**src/sv/plar_pkg.sv**
```systemverilog
// package for the packet link with ack and retransmit
// holds sizes, codes and the crc step function; no dependencies
package plar_pkg;
  localparam int PAYLOAD_BYTES = 16;
  localparam int RING_DEPTH = 16;
  localparam int FRAME_BYTES = PAYLOAD_BYTES + 2;
  localparam int BODY_BYTES = PAYLOAD_BYTES + 1;
  localparam int RIDX_W = $clog2(RING_DEPTH);
  localparam int FIDX_W = $clog2(FRAME_BYTES);
  localparam int RING_WORDS = RING_DEPTH * FRAME_BYTES;
  localparam int RADDR_W = $clog2(RING_WORDS);
  localparam logic [7:0] FILL_BYTE = 8'hFF;
  localparam logic [7:0] CTRL_LEN = 8'h01;

  localparam logic [7:0] RESET_POLY = 8'h07;
  localparam logic [7:0] RESET_INIT = 8'h00;
  localparam logic [7:0] RESET_ACK = 8'd21;

  localparam logic [1:0] FUNC_RX = 2'd0;
  localparam logic [1:0] FUNC_POP = 2'd1;
  localparam logic [1:0] FUNC_TX = 2'd2;
  localparam logic [1:0] KIND_LINE = 2'd0;
  localparam logic [1:0] KIND_POP = 2'd1;
  localparam logic [1:0] KIND_EMPTY = 2'd2;

  localparam logic [1:0] REG_POLY = 2'd0;
  localparam logic [1:0] REG_INIT = 2'd1;
  localparam logic [1:0] REG_ACK = 2'd2;
  localparam logic [1:0] REG_RTX = 2'd3;

  typedef enum logic [2:0] {
    ST_IDLE, ST_CTRL, ST_REPLAY, ST_POP, ST_POPWAIT, ST_STORE
  } state_t;

  // source of an emitted frame
  typedef enum logic [1:0] {SRC_CTRL, SRC_REPLAY, SRC_RING} src_t;

  function automatic logic [7:0] crc_step(input logic [7:0] crc, input logic [7:0] b,
                                          input logic [7:0] poly);
    logic [7:0] c;
    c = crc ^ b;
    for (int i = 0; i < 8; i++) begin
      c = c[7] ? ({c[6:0], 1'b0} ^ poly) : {c[6:0], 1'b0};
    end
    return c;
  endfunction

  // crc of a control frame body
  function automatic logic [7:0] control_crc(input logic [7:0] code, input logic [7:0] init,
                                             input logic [7:0] poly);
    logic [7:0] c;
    c = crc_step(init, CTRL_LEN, poly);
    c = crc_step(c, code, poly);
    for (int i = 2; i < BODY_BYTES; i++) c = crc_step(c, FILL_BYTE, poly);
    return c;
  endfunction

  localparam logic [7:0] RESET_ACK_CRC = control_crc(RESET_ACK, RESET_INIT, RESET_POLY);
endpackage

```
**src/sv/plar_if.sv**
```systemverilog
// handshake channels for the link block
// depends on nothing
interface plar_in_if (input logic clk);
  logic valid;
  logic ready;
  logic [1:0] func;
  logic [7:0] byte_value;
  modport source (output valid, func, byte_value, input ready);
  modport sink (input valid, func, byte_value, output ready);
endinterface

interface plar_out_if (input logic clk);
  logic valid;
  logic ready;
  logic [1:0] kind;
  logic [7:0] data_byte;
  logic last_of_run;
  logic frames_available;
  logic dropped_oldest;
  modport source (output valid, kind, data_byte, last_of_run, frames_available,
                  dropped_oldest, input ready);
  modport sink (input valid, kind, data_byte, last_of_run, frames_available,
                dropped_oldest, output ready);
endinterface

```
**src/sv/plar_ram.sv**
```systemverilog
// generic simple dual port synchronous ram (one write port, one read port), registered read
// no dependencies
module plar_ram #(
  parameter int WIDTH = 8,
  parameter int DEPTH = 16
) (
  input  logic                     clk,
  input  logic                     we,
  input  logic [$clog2(DEPTH)-1:0] waddr,
  input  logic [WIDTH-1:0]         wdata,
  input  logic [$clog2(DEPTH)-1:0] raddr,
  output logic [WIDTH-1:0]         rdata
);
  logic [WIDTH-1:0] mem [DEPTH];
  always_ff @(posedge clk) begin
    if (we) mem[waddr] <= wdata;
    rdata <= mem[raddr];
  end
endmodule

```
**src/sv/packet_link_ack_retransmit.sv**
```systemverilog
// packet link with crc-8 framing, ack and retransmit; uses plar_pkg, plar_if, plar_ram
// a transmit byte or an empty pop is answered in the cycle after the transfer;
// a retransmit or replay streams 18 bytes after the crc byte, one per cycle unless
// the output stalls, a pop too after a ring read wait state; a stored frame is copied
// into the ring memory before its ack. items are taken one at a time after each run.
// reset is synchronous; the replay buffer then holds the ack frame of the reset registers.
module packet_link_ack_retransmit (
  input  logic        clk,
  input  logic        rst,
  plar_in_if.sink     in_ch,
  plar_out_if.source  out_ch,
  input  logic        psel,
  input  logic        penable,
  input  logic        pwrite,
  input  logic [3:0]  paddr,
  input  logic [31:0] pwdata,
  output logic [31:0] prdata,
  output logic        pready
);
  import plar_pkg::*;

  logic [7:0] poly, cinit, ack_c, rtx_c;
  assign pready = 1'b1;
  always_ff @(posedge clk) begin
    if (rst) begin
      poly <= 8'd7; cinit <= 8'd0; ack_c <= 8'd21; rtx_c <= 8'd25;
    end else if (psel && penable && pwrite) begin
      unique case (paddr[3:2])
        REG_POLY: poly <= pwdata[7:0];
        REG_INIT: cinit <= pwdata[7:0];
        REG_ACK:  ack_c <= pwdata[7:0];
        REG_RTX:  rtx_c <= pwdata[7:0];
        default: ;
      endcase
    end
  end
  always_comb begin
    unique case (paddr[3:2])
      REG_POLY: prdata = {24'd0, poly};
      REG_INIT: prdata = {24'd0, cinit};
      REG_ACK:  prdata = {24'd0, ack_c};
      default:  prdata = {24'd0, rtx_c};
    endcase
  end

  state_t state, state_next;
  logic [7:0] rx_buf [BODY_BYTES];
  logic [7:0] tx_buf [FRAME_BYTES];
  logic [7:0] rp_buf [FRAME_BYTES];
  logic [1:0] rx_phase;
  logic [FIDX_W-1:0] rx_cnt, tx_cnt, pos;
  logic [7:0] rx_crc;
  logic [RIDX_W-1:0] rd_idx, wr_idx;
  logic rx_ctrl_rtx, rx_ctrl_ack, tx_ctrl_rtx, tx_ctrl_ack;
  logic [7:0] ctrl_code, ctrl_crc, crc_b, last_crc;
  logic avail, drop;
  logic [7:0] lb;

  // ring memory
  logic ram_we;
  logic [RADDR_W-1:0] ram_wa, ram_ra, base_rd, base_wr;
  logic [7:0] ram_wd, ram_rd;
  assign base_rd = RADDR_W'(rd_idx * FRAME_BYTES);
  assign base_wr = RADDR_W'(wr_idx * FRAME_BYTES);
  plar_ram #(.WIDTH(8), .DEPTH(RING_WORDS)) u_ring (
    .clk, .we(ram_we), .waddr(ram_wa), .wdata(ram_wd), .raddr(ram_ra), .rdata(ram_rd));

  // rx and tx frame control check
  always_comb begin
    logic fill_r, fill_t;
    fill_r = 1'b1; fill_t = 1'b1;
    for (int i = 2; i < BODY_BYTES; i++) begin
      if (rx_buf[i] != FILL_BYTE) fill_r = 1'b0;
      if (tx_buf[i] != FILL_BYTE) fill_t = 1'b0;
    end
    rx_ctrl_rtx = fill_r && rx_buf[0] == CTRL_LEN && rx_buf[1] == rtx_c;
    rx_ctrl_ack = fill_r && rx_buf[0] == CTRL_LEN && rx_buf[1] == ack_c;
    tx_ctrl_rtx = fill_t && tx_buf[0] == CTRL_LEN && tx_buf[1] == rtx_c;
    tx_ctrl_ack = fill_t && tx_buf[0] == CTRL_LEN && tx_buf[1] == ack_c;
  end

  // control frame byte at pos, crc built serially alongside
  logic [7:0] cbyte;
  always_comb begin
    if (pos == '0) cbyte = CTRL_LEN;
    else if (pos == FIDX_W'(1)) cbyte = ctrl_code;
    else if (pos == FIDX_W'(FRAME_BYTES - 1)) cbyte = ctrl_crc;
    else cbyte = FILL_BYTE;
  end

  // output register
  logic ov, ob_free;
  logic [1:0] ok; logic [7:0] od; logic ol, oa, odp;
  assign out_ch.valid = ov; assign out_ch.kind = ok; assign out_ch.data_byte = od;
  assign out_ch.last_of_run = ol; assign out_ch.frames_available = oa;
  assign out_ch.dropped_oldest = odp;
  assign ob_free = !ov || out_ch.ready;
  assign in_ch.ready = (state == ST_IDLE) && ob_free;
  logic acc;
  assign acc = in_ch.valid && in_ch.ready;
  logic pos_last;
  assign pos_last = pos == FIDX_W'(FRAME_BYTES - 1);
  logic pop_first;

  always_comb begin
    state_next = state;
    ram_we = 1'b0; ram_wa = base_wr + RADDR_W'(pos);
    ram_wd = (pos == FIDX_W'(BODY_BYTES)) ? last_crc : rx_buf[pos];
    ram_ra = base_rd + RADDR_W'(pos);
    unique case (state)
      ST_IDLE: ;
      ST_CTRL:   if (ob_free && pos_last) state_next = ST_IDLE;
      ST_REPLAY: if (ob_free && pos_last) state_next = ST_IDLE;
      ST_POPWAIT: state_next = ST_POP;
      ST_POP: begin
        if (ob_free) begin
          ram_ra = base_rd + RADDR_W'(pos) + RADDR_W'(1);
          if (pos_last) state_next = ST_IDLE;
        end
      end
      ST_STORE: begin
        ram_we = 1'b1;
        if (pos_last) state_next = ST_CTRL;
      end
      default: state_next = ST_IDLE;
    endcase
  end

  assign crc_b = crc_step(rx_crc, in_ch.byte_value, poly);
  assign lb = in_ch.byte_value;

  always_ff @(posedge clk) begin
    if (rst) begin
      state <= ST_IDLE; ov <= 1'b0; rx_phase <= 2'd0; rx_cnt <= '0; tx_cnt <= '0;
      rd_idx <= '0; wr_idx <= '0; pos <= '0; rx_crc <= 8'd0; pop_first <= 1'b0;
      for (int i = 0; i < FRAME_BYTES; i++) begin
        rp_buf[i] <= (i == 0) ? CTRL_LEN : (i == 1) ? RESET_ACK :
                     (i == BODY_BYTES) ? RESET_ACK_CRC : FILL_BYTE;
      end
    end else begin
      state <= state_next;
      if (out_ch.ready) ov <= 1'b0;
      if (acc) begin
        pos <= '0;
        unique case (in_ch.func)
          FUNC_RX: begin
            if (rx_phase == 2'd0) begin
              rx_buf[0] <= lb; rx_crc <= crc_step(cinit, lb, poly);
              rx_cnt <= '0; rx_phase <= 2'd1;
            end else if (rx_phase == 2'd1) begin
              rx_buf[rx_cnt + FIDX_W'(1)] <= lb; rx_crc <= crc_b;
              rx_cnt <= rx_cnt + FIDX_W'(1);
              if (rx_cnt == FIDX_W'(PAYLOAD_BYTES - 1)) rx_phase <= 2'd2;
            end else begin
              rx_phase <= 2'd0; rx_cnt <= '0;
              avail <= rd_idx != wr_idx; drop <= 1'b0; last_crc <= lb;
              ctrl_crc <= cinit;
              if (lb != rx_crc) begin
                ctrl_code <= rtx_c; state <= ST_CTRL;
              end else if (rx_ctrl_rtx) begin
                state <= ST_REPLAY;
              end else if (!rx_ctrl_ack) begin
                ctrl_code <= ack_c; avail <= 1'b1; state <= ST_STORE;
                if (wr_idx + RIDX_W'(1) == rd_idx) begin
                  rd_idx <= rd_idx + RIDX_W'(1); drop <= 1'b1;
                end
              end
            end
          end
          FUNC_POP: begin
            if (rd_idx == wr_idx) begin
              ov <= 1'b1; ok <= KIND_EMPTY; od <= 8'd0; ol <= 1'b1; oa <= 1'b0; odp <= 1'b0;
            end else begin
              state <= ST_POPWAIT; avail <= (rd_idx + RIDX_W'(1)) != wr_idx;
            end
          end
          FUNC_TX: begin
            tx_buf[tx_cnt] <= lb;
            ov <= 1'b1; ok <= KIND_LINE; od <= lb; ol <= 1'b1; oa <= rd_idx != wr_idx;
            odp <= 1'b0;
            if (tx_cnt == FIDX_W'(FRAME_BYTES - 1)) begin
              tx_cnt <= '0; pop_first <= 1'b1;
            end else tx_cnt <= tx_cnt + FIDX_W'(1);
          end
          default: ;
        endcase
      end
      // replay capture in the cycle after the last transmit byte lands
      if (pop_first) begin
        pop_first <= 1'b0;
        if (!tx_ctrl_rtx && !tx_ctrl_ack) begin
          for (int i = 0; i < FRAME_BYTES; i++) rp_buf[i] <= tx_buf[i];
        end
      end
      if (state == ST_STORE) begin
        pos <= pos_last ? '0 : pos + FIDX_W'(1);
        if (pos_last) wr_idx <= wr_idx + RIDX_W'(1);
      end
      if ((state == ST_CTRL || state == ST_REPLAY) && ob_free) begin
        ov <= 1'b1; ok <= KIND_LINE; ol <= pos_last; oa <= avail; odp <= drop;
        od <= (state == ST_CTRL) ? cbyte : rp_buf[pos];
        if (pos != FIDX_W'(FRAME_BYTES - 1)) ctrl_crc <= crc_step(ctrl_crc, cbyte, poly);
        pos <= pos_last ? '0 : pos + FIDX_W'(1);
      end
      if (state == ST_POPWAIT) pos <= '0;
      if (state == ST_POP && ob_free) begin
        ov <= 1'b1; ok <= KIND_POP; od <= ram_rd; ol <= pos_last; oa <= avail; odp <= 1'b0;
        pos <= pos_last ? '0 : pos + FIDX_W'(1);
        if (pos_last) rd_idx <= rd_idx + RIDX_W'(1);
      end
    end
  end

  // pop read must pause while output stalls: hold ram address by rereading
  // (handled since ram_ra keeps pos when stalled)

  assert property (@(posedge clk) disable iff (rst) (state != ST_IDLE) |-> !in_ch.ready)
    else $error("input taken during a frame run");
  assert property (@(posedge clk) disable iff (rst)
    (ov && out_ch.ready && ol && state == ST_IDLE) |=> !ov || $past(acc))
    else $error("result after end of run");
  assert property (@(posedge clk) disable iff (rst)
    (state == ST_STORE && pos_last) |=> wr_idx == $past(wr_idx) + RIDX_W'(1))
    else $error("ring write index not advanced");
endmodule

```
**src/flat_wrapper.sv**
```systemverilog
// flat-port wrapper written by rule: the top's interface ports become plain ports
module packet_link_ack_retransmit_flat import plar_pkg::*;
  (clk, rst, psel, penable, pwrite, paddr, pwdata, prdata, pready, in_ch_valid, in_ch_func, in_ch_byte_value, in_ch_ready, out_ch_valid, out_ch_kind, out_ch_data_byte, out_ch_last_of_run, out_ch_frames_available, out_ch_dropped_oldest, out_ch_ready);
  plar_in_if in_ch_i (.clk(clk));
  plar_out_if out_ch_i (.clk(clk));
  input  logic clk;
  input  logic rst;
  input  logic psel;
  input  logic penable;
  input  logic pwrite;
  input  logic [3:0] paddr;
  input  logic [31:0] pwdata;
  output logic [31:0] prdata;
  output logic pready;
  input wire logic [$bits(in_ch_i.valid)-1:0] in_ch_valid;
  input wire logic [$bits(in_ch_i.func)-1:0] in_ch_func;
  input wire logic [$bits(in_ch_i.byte_value)-1:0] in_ch_byte_value;
  output wire logic [$bits(in_ch_i.ready)-1:0] in_ch_ready;
  output wire logic [$bits(out_ch_i.valid)-1:0] out_ch_valid;
  output wire logic [$bits(out_ch_i.kind)-1:0] out_ch_kind;
  output wire logic [$bits(out_ch_i.data_byte)-1:0] out_ch_data_byte;
  output wire logic [$bits(out_ch_i.last_of_run)-1:0] out_ch_last_of_run;
  output wire logic [$bits(out_ch_i.frames_available)-1:0] out_ch_frames_available;
  output wire logic [$bits(out_ch_i.dropped_oldest)-1:0] out_ch_dropped_oldest;
  input wire logic [$bits(out_ch_i.ready)-1:0] out_ch_ready;
  assign in_ch_i.valid = in_ch_valid;
  assign in_ch_i.func = in_ch_func;
  assign in_ch_i.byte_value = in_ch_byte_value;
  assign in_ch_ready = in_ch_i.ready;
  assign out_ch_valid = out_ch_i.valid;
  assign out_ch_kind = out_ch_i.kind;
  assign out_ch_data_byte = out_ch_i.data_byte;
  assign out_ch_last_of_run = out_ch_i.last_of_run;
  assign out_ch_frames_available = out_ch_i.frames_available;
  assign out_ch_dropped_oldest = out_ch_i.dropped_oldest;
  assign out_ch_i.ready = out_ch_ready;
  packet_link_ack_retransmit u_core (.clk(clk), .rst(rst), .in_ch(in_ch_i), .out_ch(out_ch_i), .psel(psel), .penable(penable), .pwrite(pwrite), .paddr(paddr), .pwdata(pwdata), .prdata(prdata), .pready(pready));
endmodule
```
**config.mk**
```make
export PLATFORM = sky130hd
export DESIGN_NAME = packet_link_ack_retransmit_flat
export DESIGN_NICKNAME = d
export VERILOG_FILES = /design/src/sv/plar_pkg.sv /design/src/sv/plar_if.sv /design/src/sv/plar_ram.sv /design/src/sv/packet_link_ack_retransmit.sv /design/src/flat_wrapper.sv
export SDC_FILE = /design/constraint.sdc
export NUM_CORES = 2
export LEC_CHECK = 0
export BUFFER_PORTS_ARGS = -buffer_cell sky130_fd_sc_hd__buf_2
export CORE_MARGIN = 2
export CORE_UTILIZATION = 41
export CTS_CLUSTER_SIZE = 20
export DETAILED_ROUTE_END_ITERATION = 10
export PLACE_DENSITY = 0.6
export SYNTH_ARGS = -nofsm -noshare
export SYNTH_HDL_FRONTEND = slang
export SYNTH_HIERARCHICAL = 1
export SYNTH_SLANG_ARGS = --single-unit
```
**constraint.sdc**
```tcl
create_clock -name clk -period 17.8 [get_ports clk]
set_input_delay 0 -clock clk [delete_from_list [all_inputs] [get_ports clk]]
set_output_delay 0 -clock clk [all_outputs]
set_load 0.01 [all_outputs]
```
==> results.txt <==
The later pin in the worst-skew pair is clocked with a latency of 0.92 ns. The run gives 6,920 as the number of nets in the final layout. The critical path class was register to register.

Sorting the synthesized cells by how often they occur yields edfxtp_1, mux4_2, nor2_1. The total chip power came out at 0.0142 W. Most used standard cell by instance count after synthesis: edfxtp_1.

The tree is rooted in a clkbuf_16. Entering global routing, the biggest net connects 229 pins. The final reports fail on slew limit. The detail route stage leaves a number of antenna-violating nets equal to 0. The count of cell types in the netlist came out at 112. The share of the cycle needed by the critical path after routing was 36.3%. Across all hold checks on the routed design, the worst slack comes to 0.0979 ns. Tracing the worst setup path back leads to its startpoint at u_core/state[2].

The number of hold violations in the final report is 0. For the worst setup path, the data required time is 18.57 ns. The die covers 303,000 um^2.

In the final layout, the share of cells above drive strength 1 is 19.6%. The routed via count divided by cell count was 5.98; the number of buffers created by CTS was 308. For the worst flop-to-flop path, the logic depth is 13. The die is 551 um tall.

In the post-synthesis netlist, the biggest area contributors are edfxtp_1, mux4_2, mux2i_1. Once layout is done, the placed cells without fillers occupy 137,000 um^2. Counting the fill cells in the layout gives 24,854. The first global-routing pass estimated 473 mm of wire. For the maximum buffer depth of the clock tree, the log shows 4. After clock tree synthesis, the clock-pin slew on the worst setup and hold paths is 0.06 ns. The synthesized design spends more area on one cell type than any other, namely edfxtp_1. Per report_power, the combinational group accounts for 2.1% of the total. The aggregate global routing overflow came out at 0. The clock tree synthesis step divided the H-tree into 5 levels. Derived from the worst setup path, the maximum achievable clock frequency is 0.155 GHz. Counting flops and latches in the post-synthesis netlist gives 2,970. Portion of synthesized cell area occupied by the leading cell type: 70.8%. The detailed router finished its first iteration with 8,944 violations.

The longest individual stage delay on the worst path was 0.85 ns; the sequential standard cell area was 88,400 um^2. The run gives 127,000 um^2 as the total placed instance area. The congestion estimate from routability-driven global placement came to 0.879. The number of synthesis warnings was 6.

Of all nets on the critical path, the largest fanout is 94. Dividing the detail-routed wire length by the instance count gives 30.0 um. The critical path goes through inv_1 -> and2_1 -> and3_1 -> xnor2_2 -> buf_12 -> buf_4 -> buf_4 -> mux4_2 -> a2111oi_0 -> a211oi_1 -> a211oi_2 -> nand4_1 -> a32o_1. Detailed routing inserted a total of 65,942 vias. Max-cap violations in this run came to 0.

The worst relative slew slack was -0.0261%; the share of the yosys chip area belonging to registers was 72.1%. The area overhead of the layout relative to synthesis works out to 11.9%. After floorplanning, the core was sized to cover 297,000 um^2. The slowest stage of the critical path belongs to the cell a2111oi_0.

The type of origin of the critical path was a register. The clock network is responsible for 44.4% of the overall power. The initial utilization of the core area, before any placement, comes to 41.2%. The tools report the final-report max-slew violation count as 4. For the final routed database, the setup TNS stands at 0 ns.

For the DRC violation count after routing, the log shows 0. TritonCTS built the clock tree. Top flip-flop cell by instance count after synthesis: edfxtp_1. For the floorplan row count, the log shows 200.

Clock tree synthesis found a total of 2,970 sinks. The clock arrives with 0.108 ns of skew. Pin placement for this block handled 101 I/O pins. The via count of the first global-routing pass was 64,386; the average instance area after synthesis was 18.2 um^2.

In the final layout, the multi-input gates occupy 31,900 um^2. The number of flops mapped to enable cells by yosys is 2,887, and the worst voltage drop across the vdd grid is 0.0714 mV. The cell internal power dissipation was 0.0113 W; the power share of the sequential group was 53.6%.

The HPWL after detailed placement is 200 mm. The number of instances in the synthesized netlist is 6,713. The run finished, with violations left. The category of the worst setup path capture point was a register. The number of buffers and inverters on the critical path is 4. The number of antenna violations at the first check in global routing is 15, and the final critical delay including setup and external delays is 6.46 ns. The tools report the worst reg2reg path startpoint as u_core/state[2]. Setup violations remaining at the end of the flow were counted as 0. The synthesized netlist occupies a cell area of 122,000 um^2. At the pin with the least slew margin, the transition time is 1.50 ns.

Number of optimization iterations in the first detailed-route pass: 8. Most numerous cell on the critical path: buf_4. In this run the tool buffered the top-level ports with 49 buffer cells.

Of the total power, the share spent switching nets is 20.4%. The min-delay analysis places its worst path in the category input port to register. The critical path depth came out at 13.

The kind of cell adding the most delay to the critical path is buffers and inverters. For this run, asynchronously set or reset flops after synthesis account for 0%. The die outline width works out to 551 um. Setup repair after global routing left no endpoint under its margin.

The total global routing track utilization came out at 21.5%. Dividing total power by cell area gives a power density of 104 nW/um^2. The worst hold path was traced through 4 stages. For the total wire length after detailed routing, the log shows 331 mm.

STA puts the critical path data arrival time at 7.23 ns. Summed over all nets, the switching power comes to 0.00290 W. The worst hold path begins at paddr[3]. After clock tree synthesis, the repair step resized 0 gates. The tools report the static leakage power as 41.3 nW.
worst paths after layout:
kind | end | slack (ns)
max | u_core/u_ring/rdata[6] | 11.34
min | u_core/cinit[3] | 0.1
max reg2reg | u_core/u_ring/rdata[6] | 11.34
min reg2reg | u_core/rx_crc[0] | 0.47
flip-flops by register name, indices dropped and copies added (netlist names), 8 cells and up, named ones only:
name                     flops
u_core/u_ring/mem         2304
u_core/rx_buf              256
u_core/rp_buf              144
u_core/tx_buf              144
u_core/ack_c                 8
u_core/cinit                 8
u_core/ctrl_code             8
u_core/ctrl_crc              8
u_core/last_crc              8
u_core/out_ch.data_byte      8
u_core/poly                  8
u_core/rtx_c                 8
u_core/rx_crc                8
u_core/u_ring/rdata          8
cells in the final DEF (no fill, tap or decap), types with 63 or more instances in the layout:
master / n
edfxtp_1: 2887
mux4_2: 653
nor2_1: 509
nand2_1: 399
clkbuf_16: 315
mux2i_1: 278
or3_1: 140
a21oi_1: 124
buf_4: 115
xnor2_1: 113
xor2_1: 85
nand4_1: 82
o21ai_0: 80
dfxtp_1: 79
nand3_1: 78
clkbuf_1: 75
o22ai_1: 63
metal layers:
| layer | vias to the layer above | wire [um] | GRT usage (%) |
|---|---|---|---|
| li1 | 27258 | - | - |
| met1 | 34852 | 136000 | 31.2 |
| met2 | 3303 | 151000 | 32.6 |
| met3 | 523 | 31200 | 3.84 |
| met4 | 6 | 12900 | 7.74 |
| met5 | - | 44 | 0 |
repair_timing:
| action | CTS | global route |
|---|---|---|
| setup buffers | 0 | 0 |
| setup endpoints to repair | 0 | 0 |
| endpoints found under the hold margin | 536 | 0 |
| hold buffers | 44 | 0 |
stage by stage:
step	cells	utilization, %	worst slack (ns)
2_1_floorplan	6736	-	2.09
3_3_place_gp	10421	42.7	11.41
3_5_place_dp	10421	42.7	11.39
4_1_cts	11014	46.1	11.37
5_1_grt	11015	46.1	11.04
6_report	11019	46.1	11.34
worst register-to-register path, stage by stage, from the launching register on:
cell       delay, ns
dfxtp_1         0.34
inv_1           0.13
and2_1          0.18
and3_1          0.65
xnor2_2         0.21
buf_12          0.53
buf_4           0.79
buf_4           0.81
mux4_2          0.64
a2111oi_0       0.85
a211oi_1        0.33
a211oi_2        0.24
nand4_1         0.31
a32o_1          0.33
cell type report:
class / count / share of cell area (%)
Clock buffer: 394 / 6.00
Antenna cell: 5 / 0.00913
Timing Repair Buffer: 218 / 1.30
Multi-Input combinational cell: 3291 / 23.3
Tap cell: 3939 / 3.60
Inverter: 47 / 0.134
Clock inverter: 155 / 1.17
Sequential cell: 2970 / 64.5
power by group through the flow:
stage / logic [W] / clock network (W) / registers, W
5_1_grt: 0.000320 / 0.00667 / 0.00761
4_1_cts: 0.000293 / 0.00641 / 0.00762
3_5_place_dp: 0.000285 / 0 / 0.00776
6_report: 0.000294 / 0.00631 / 0.00762
2_1_floorplan: 0.000200 / 0 / 0.00779
3_3_place_gp: 0.000279 / 0 / 0.00776
kinds of logic after synthesis:
| family | Yosys count | share of synthesized area (%) |
|---|---|---|
| buffers and inverters | 475 | 2.08 |
| other | 2 | 0.00613 |
| AO/OA/AOI/OAI | 588 | 3.36 |
| XOR/XNOR | 233 | 1.94 |
| adder cells (fa/ha/maj) | 31 | 0.329 |
| flip-flops | 2970 | 72.1 |
| multiplexers | 966 | 14.7 |
| AND/OR/NAND/NOR | 1448 | 5.48 |
(Power assumes the default switching activity.)
